==> src/sv/mkm_pkg.sv <==
// Package for the multi-key k-way merge: sizes, key type codes, compare function.
// No dependencies.
package mkm_pkg;
  localparam int RUNS = 12;
  localparam int KEY_FIELDS = 4;
  localparam int STRING_BYTES = 8;
  localparam int RUN_W = 4;
  localparam int REC_W = 31;
  localparam int KEY_W = 64;
  localparam int CFG_IDX_W = 3;
  localparam int CFG_DATA_W = 16;

  localparam logic [2:0] TY_STR = 3'd0;
  localparam logic [2:0] TY_U8 = 3'd1;
  localparam logic [2:0] TY_I16 = 3'd2;
  localparam logic [2:0] TY_I64 = 3'd3;
  localparam logic [2:0] TY_F32 = 3'd4;
  localparam logic [2:0] TY_F64 = 3'd5;

  localparam logic [CFG_IDX_W-1:0] REG_RUN_COUNT = 3'd0;
  localparam logic [CFG_IDX_W-1:0] REG_FIELD_COUNT = 3'd1;
  localparam logic [CFG_IDX_W-1:0] REG_FIELD_TYPES = 3'd2;
  localparam logic [CFG_IDX_W-1:0] REG_DESCEND = 3'd3;
  localparam logic [CFG_IDX_W-1:0] REG_STR_LEN = 3'd4;

  typedef logic [KEY_W-1:0] key_t;
  typedef logic [1:0] ord_t;  // 2'b01 less, 2'b10 greater, 2'b00 equal

  localparam ord_t ORD_EQ = 2'b00;
  localparam ord_t ORD_LT = 2'b01;
  localparam ord_t ORD_GT = 2'b10;

  typedef struct packed {
    logic [3:0] run_count;
    logic [2:0] field_count;
    logic [11:0] field_types;
    logic [3:0] descend_mask;
    logic [15:0] string_lengths;
  } cfg_t;

  function automatic ord_t ucmp(input logic [KEY_W-1:0] a, input logic [KEY_W-1:0] b);
    ord_t r;
    r = (a < b) ? ORD_LT : (a > b) ? ORD_GT : ORD_EQ;
    return r;
  endfunction

  // One key field; a and b are the two raw 64-bit patterns.
  function automatic ord_t cmp_field(input logic [2:0] ty, input logic desc,
                                     input logic [3:0] lenm1, input key_t a, input key_t b);
    ord_t r;
    logic [KEY_W-1:0] ma, mb;
    logic na, nb;
    logic [3:0] len;
    logic alive;
    r = ORD_EQ;
    ma = '0;
    mb = '0;
    na = 1'b0;
    nb = 1'b0;
    alive = 1'b1;
    len = (lenm1 >= 4'(STRING_BYTES)) ? 4'(STRING_BYTES) : lenm1 + 4'd1;
    case (ty)
      TY_STR: begin
        // bytes past len or past a shared zero byte read as zero
        for (int k = 0; k < STRING_BYTES; k++) begin
          if (alive && 4'(k) < len) begin
            ma[63-8*k -: 8] = a[63-8*k -: 8];
            mb[63-8*k -: 8] = b[63-8*k -: 8];
            if (a[63-8*k -: 8] == 8'd0 && b[63-8*k -: 8] == 8'd0) alive = 1'b0;
          end
        end
        return ucmp(ma, mb);
      end
      TY_U8: r = ucmp({56'd0, a[7:0]}, {56'd0, b[7:0]});
      TY_I16: r = ucmp({48'd0, ~a[15], a[14:0]}, {48'd0, ~b[15], b[14:0]});
      TY_I64: r = ucmp({~a[63], a[62:0]}, {~b[63], b[62:0]});
      TY_F32, TY_F64: begin
        if (ty == TY_F32) begin
          na = (a[30:23] == 8'hFF) && (a[22:0] != '0);
          nb = (b[30:23] == 8'hFF) && (b[22:0] != '0);
          ma = (a[30:0] == '0) ? 64'h8000_0000_0000_0000 : a[31] ?
               64'h8000_0000_0000_0000 - {33'd0, a[30:0]} :
               64'h8000_0000_0000_0000 + {33'd0, a[30:0]};
          mb = (b[30:0] == '0) ? 64'h8000_0000_0000_0000 : b[31] ?
               64'h8000_0000_0000_0000 - {33'd0, b[30:0]} :
               64'h8000_0000_0000_0000 + {33'd0, b[30:0]};
        end else begin
          na = (a[62:52] == 11'h7FF) && (a[51:0] != '0);
          nb = (b[62:52] == 11'h7FF) && (b[51:0] != '0);
          ma = a[63] ? ~{1'b0, a[62:0]} + 64'd1 + 64'h8000_0000_0000_0000 :
               {1'b1, a[62:0]};
          mb = b[63] ? ~{1'b0, b[62:0]} + 64'd1 + 64'h8000_0000_0000_0000 :
               {1'b1, b[62:0]};
          if (a[62:0] == '0) ma = 64'h8000_0000_0000_0000;
          if (b[62:0] == '0) mb = 64'h8000_0000_0000_0000;
        end
        if (na || nb) return (na && nb) ? ORD_EQ : (na ? ORD_LT : ORD_GT);
        r = ucmp(ma, mb);
      end
      default: return ORD_EQ;
    endcase
    return desc ? {r[0], r[1]} : r;
  endfunction
endpackage

==> src/sv/mkm_head_ram.sv <==
// Head record store: one row per run holding all key fields and the record number.
// Depends on mkm_pkg. Synchronous write, registered read.
module mkm_head_ram (
  input  logic clk,
  input  logic we,
  input  logic [mkm_pkg::RUN_W-1:0] waddr,
  input  logic [mkm_pkg::KEY_FIELDS*mkm_pkg::KEY_W+mkm_pkg::REC_W-1:0] wdata,
  input  logic [mkm_pkg::RUN_W-1:0] raddr,
  output logic [mkm_pkg::KEY_FIELDS*mkm_pkg::KEY_W+mkm_pkg::REC_W-1:0] rdata
);
  import mkm_pkg::*;
  logic [KEY_FIELDS*KEY_W+REC_W-1:0] mem [RUNS];

  always_ff @(posedge clk) begin
    if (we) mem[waddr] <= wdata;
    rdata <= mem[raddr];
  end
endmodule

==> config.mk <==
export PLATFORM = sky130hd
export DESIGN_NAME = mkm_head_ram
export DESIGN_NICKNAME = d
export VERILOG_FILES = /design/src/sv/mkm_pkg.sv /design/src/sv/mkm_head_ram.sv
export SDC_FILE = /design/constraint.sdc
export NUM_CORES = 2
export LEC_CHECK = 0
export ABC_CLOCK_PERIOD_IN_PS = 23000
export BUFFER_PORTS_ARGS = -buffer_cell sky130_fd_sc_hd__buf_2
export CELL_PAD_IN_SITES_DETAIL_PLACEMENT = 1
export CELL_PAD_IN_SITES_GLOBAL_PLACEMENT = 1
export CORE_MARGIN = 1.5
export CORE_UTILIZATION = 49
export DETAILED_ROUTE_END_ITERATION = 8
export PLACE_DENSITY = 0.88
export SLEW_MARGIN = 15
export SYNTH_ARGS = -nofsm -noshare
export SYNTH_HDL_FRONTEND = slang
export SYNTH_SLANG_ARGS = --single-unit
==> constraint.sdc <==
create_clock -name clk -period 23 [get_ports clk]
set_input_delay 2.3 -clock clk [delete_from_list [all_inputs] [get_ports clk]]
set_output_delay 2.3 -clock clk [all_outputs]
set_load 0.02 [all_outputs]
After elaboration in Yosys (flattened, before gate mapping)
Memory sizes are Yosys's and may differ from the RTL's. A register that Yosys moved wholly into a read port is not among the register bits. Cells that the tools add are included.

Muxes and demuxes: 2.

Operators with widths (number): $mux W1 (2).

Bits in registers: 0. RAM bits: 3444. Memories kept: 1.

Memory list: mem (depth 12, bits a word 287, rd ports 1, clocked after memory_dff 1, write ports 1, line mkm_head_ram.sv:12) `logic [KEY_FIELDS*KEY_W+REC_W-1:0] mem [RUNS];`.

Longest topological paths before layout
Depth after elaboration: 2. Depth in mapped cells: 7. Depth with buffers taken out: 3.

Worst setup path before layout
No wires, ideal clock.

Path kind: in2reg. Start: input waddr[3] (netlist name). End: memory mem[0][0] (netlist name), enable pin. Setup time: 1291 ps. Arrival: 22111 ps. Data required time: 21709 ps. Slack: -403 ps. Stages: 2. Path buffers: 0. Path through: or3b_2 -> nor3_1.

RTL lines: start: declaration (line mkm_head_ram.sv:6) `input logic [mkm_pkg::RUN_W-1:0] waddr,`; end: declaration (line mkm_head_ram.sv:12).

Straight into the memory's write port.

==> results.json <==
{
  "cts_tree": "done",
  "seqPwrFrac_pct": 51.9,
  "critPathLaunchType": "input port",
  "start_util_pct": 49.2,
  "synthesis.area_sq_mm": 0.137,
  "critPathArrivalTime_ns": 7.66,
  "avgSynthCellArea_sq_um": 20.8,
  "h-tree-depth": 5,
  "grt-busiest-layer": "met2",
  "ys_ff_latch": 3731,
  "clkPwrFrac_pct": 42.6,
  "met3_usage_pct": 5.42,
  "synth-seq-area-share_pct": 79.5,
  "hold_buffers": 0,
  "power_density_mw_per_mm2": 94.2,
  "skew_ns": 0.0609,
  "ff2ff_path_depth": 3,
  "critPathKind": "in -> reg",
  "hold_depth": 2,
  "rows": 194,
  "synth_top_family_by_area": "multiplexers",
  "r2r_slack_ns": 21.34,
  "vias": 72400,
  "io_buffers": 583,
  "worst_skew_pair.late_latency_ns": 0.94,
  "async_flop_share_pct": 0,
  "final_common_cell": "edfxtp_1",
  "critPathMaxFanout": 152,
  "overflow": 0,
  "cts_setup_buffers": 0,
  "io_pins": 584,
  "fp.coreArea_sq_mm": 0.279,
  "layout_common_cells": "edfxtp_1, mux2_2, buf_2, o22ai_1, clkbuf_16",
  "drc": 0,
  "cts_resized": 0,
  "pwr-share-comb_pct": 5.4,
  "place_congestion": 0.775,
  "setup_viol": 0,
  "reg2reg_from": "mem[7][70]$_DFFE_PP_",
  "tns_ns": 0,
  "synth_cell_types": 23,
  "syn-num-nets": 6909,
  "peakVddDrop_v": 0.0000823,
  "hold_end": "rdata[162]$_DFF_P_",
  "worstHoldStart": "mem[8][162]$_DFFE_PP_",
  "worstSetupEndpointType": "register",
  "cts_buffer_depth": 4,
  "fmax_mhz": 145,
  "track_usage_pct": 27.5,
  "antenna_found_initial": 120,
  "hold_viol_final": 0,
  "dr.pass1.iters": 5,
  "synth_mux_area_share_pct": 13.9,
  "hold_path_class": "reg -> reg",
  "design.die.area_sq_mm": 0.283,
  "grt_util_met1_pct": 33.6,
  "drv_cap": 0,
  "drt_iter0_drc": 8874,
  "nNetsFinal": 7612,
  "grt_use_met2_pct": 46.0,
  "worst_pin_slew_ns": 1.25,
  "finalCritPeriodShare_pct": 29.9,
  "grt_first_pass_wirelength_um": 567000,
  "final_antenna_net_count": 0,
  "timing.rr.end": "rdata[70]$_DFF_P_",
  "fin_crit_ns": 6.89,
  "synth_ff_type": "edfxtp_1",
  "report.final.slew_viol_count": 0,
  "cp.required_ns": 23.77,
  "place_hpwl_um": 196000,
  "internal_power_mw": 11.4,
  "power_switching_mw": 3.39,
  "hold_slack_ns": 0.574,
  "die_x_um": 532,
  "cts-root-buf": "clkbuf_16",
  "yosysWarningCount": 0,
  "grt_pass1_vias": 78900,
  "wl_per_cell_um": 34.8,
  "synthAdderAreaFrac_pct": 0,
  "viasPerCell": 6.32,
  "drive_above_1_share_pct": 32.4,
  "grt_setup_unrepaired": "false",
  "synth_xor_area_share_pct": 0,
  "cts_sinks": 3731,
  "power_mw": 14.8,
  "wirelength_um": 399000,
  "synthSimpleGateAreaFrac_pct": 0.855,
  "grt_max_degree": 167,
  "status": "finished, final reports clean",
  "die-height_um": 532,
  "switching_share_pct": 22.9,
  "max_slew_margin_pct": 16.6,
  "final_util_pct": 56.2,
  "clkTransAtPathRegs_ns": 0.07,
  "synth_edf_count": 3444,
  "synth_compound_area_share_pct": 4.13,
  "cts_buffers": 370,
  "leakage_nw": 51.4,
  "syn_inst": 6612,
  "syn2layout_area_growth_pct": 14.2
}
## cell usage after synthesis (42+ instances only)
cell	n	share of area, %
edfxtp_1	3444	75
mux2_2	864	7.1
o22ai_1	506	2.3
mux4_2	321	5.3
dfxtp_1	287	4.2
nand2_1	219	0.60
mux2i_1	216	1.6
o31ai_1	216	1.2
clkbuf_1	122	0.33
buf_4	82	0.45
buf_2	81	0.30
buf_6	46	0.38
buf_1	43	0.12
nand2b_1	42	0.19
## power by group through the flow
| stage | registers, mW | clock network [mW] | logic, mW |
|---|---|---|---|
| after floorplan | 7.87 | 0 | 0.385 |
| after global placement | 7.78 | 0 | 0.726 |
| after detailed placement | 7.80 | 0 | 0.770 |
| after CTS | 7.67 | 6.32 | 0.795 |
| after global routing | 7.67 | 6.54 | 0.835 |
| final | 7.67 | 6.30 | 0.805 |
## metal layers
| layer | share of wire, % | up-vias | wire (um) |
|---|---|---|---|
| met4 | 5.2 | 60 | 20800 |
| li1 | - | 28700 | - |
| met1 | 35 | 38100 | 140000 |
| met2 | 51 | 4582 | 203000 |
| met5 | 0.094 | - | 377 |
| met3 | 8.7 | 981 | 34800 |
## worst max-delay path, cell delays in order
cell and delay [ns]:
buf_12 0.57, buf_4 0.97, buf_12 0.69, buf_4 0.90
buf_4 0.78, mux4_2 0.62, nand2_1 0.09, o31ai_1 0.14
## worst max path at each step
stage                         from                   to
after floorplan           waddr[3]  mem[1][0]$_DFFE_PP_
after global placement    raddr[0]   rdata[246]$_DFF_P_
after detailed placement  raddr[0]   rdata[242]$_DFF_P_
after CTS                 raddr[0]   rdata[242]$_DFF_P_
after global routing      raddr[0]     rdata[2]$_DFF_P_
final                     raddr[0]   rdata[263]$_DFF_P_
## metrics by stage
step           std cells  setup slack [ns]  cell area, sq um
6_report           11500             16.11            157000
5_1_grt            11400             15.84            157000
4_1_cts            11400             16.23            157000
3_5_place_dp       10700             15.25            144000
3_3_place_gp       10700             15.48            144000
2_1_floorplan       6612              7.35            137000
## kinds of logic after synthesis
| logic type | Yosys count |
|---|---|
| AOI/OAI and AO/OA | 827 |
| buffers and inverters | 374 |
| DFF | 3731 |
| muxes | 1401 |
| and+or+nand+nor | 279 |
## flip-flops by register name, indices dropped and copies added, names as in the netlist
signal and count:
mem 3444, rdata 287
## layout make-up
class,instances,area (sq um)
Multi-Input combinational cell,2507,26100
Clock buffer,497,10200
Sequential cell,3731,109000
Tap cell,3724,4660
Clock inverter,198,2360
Antenna cell,98,245
Timing Repair Buffer,705,4090
Fill cell,24000,122000
No activity file was read; power rests on OpenSTA's default activity.
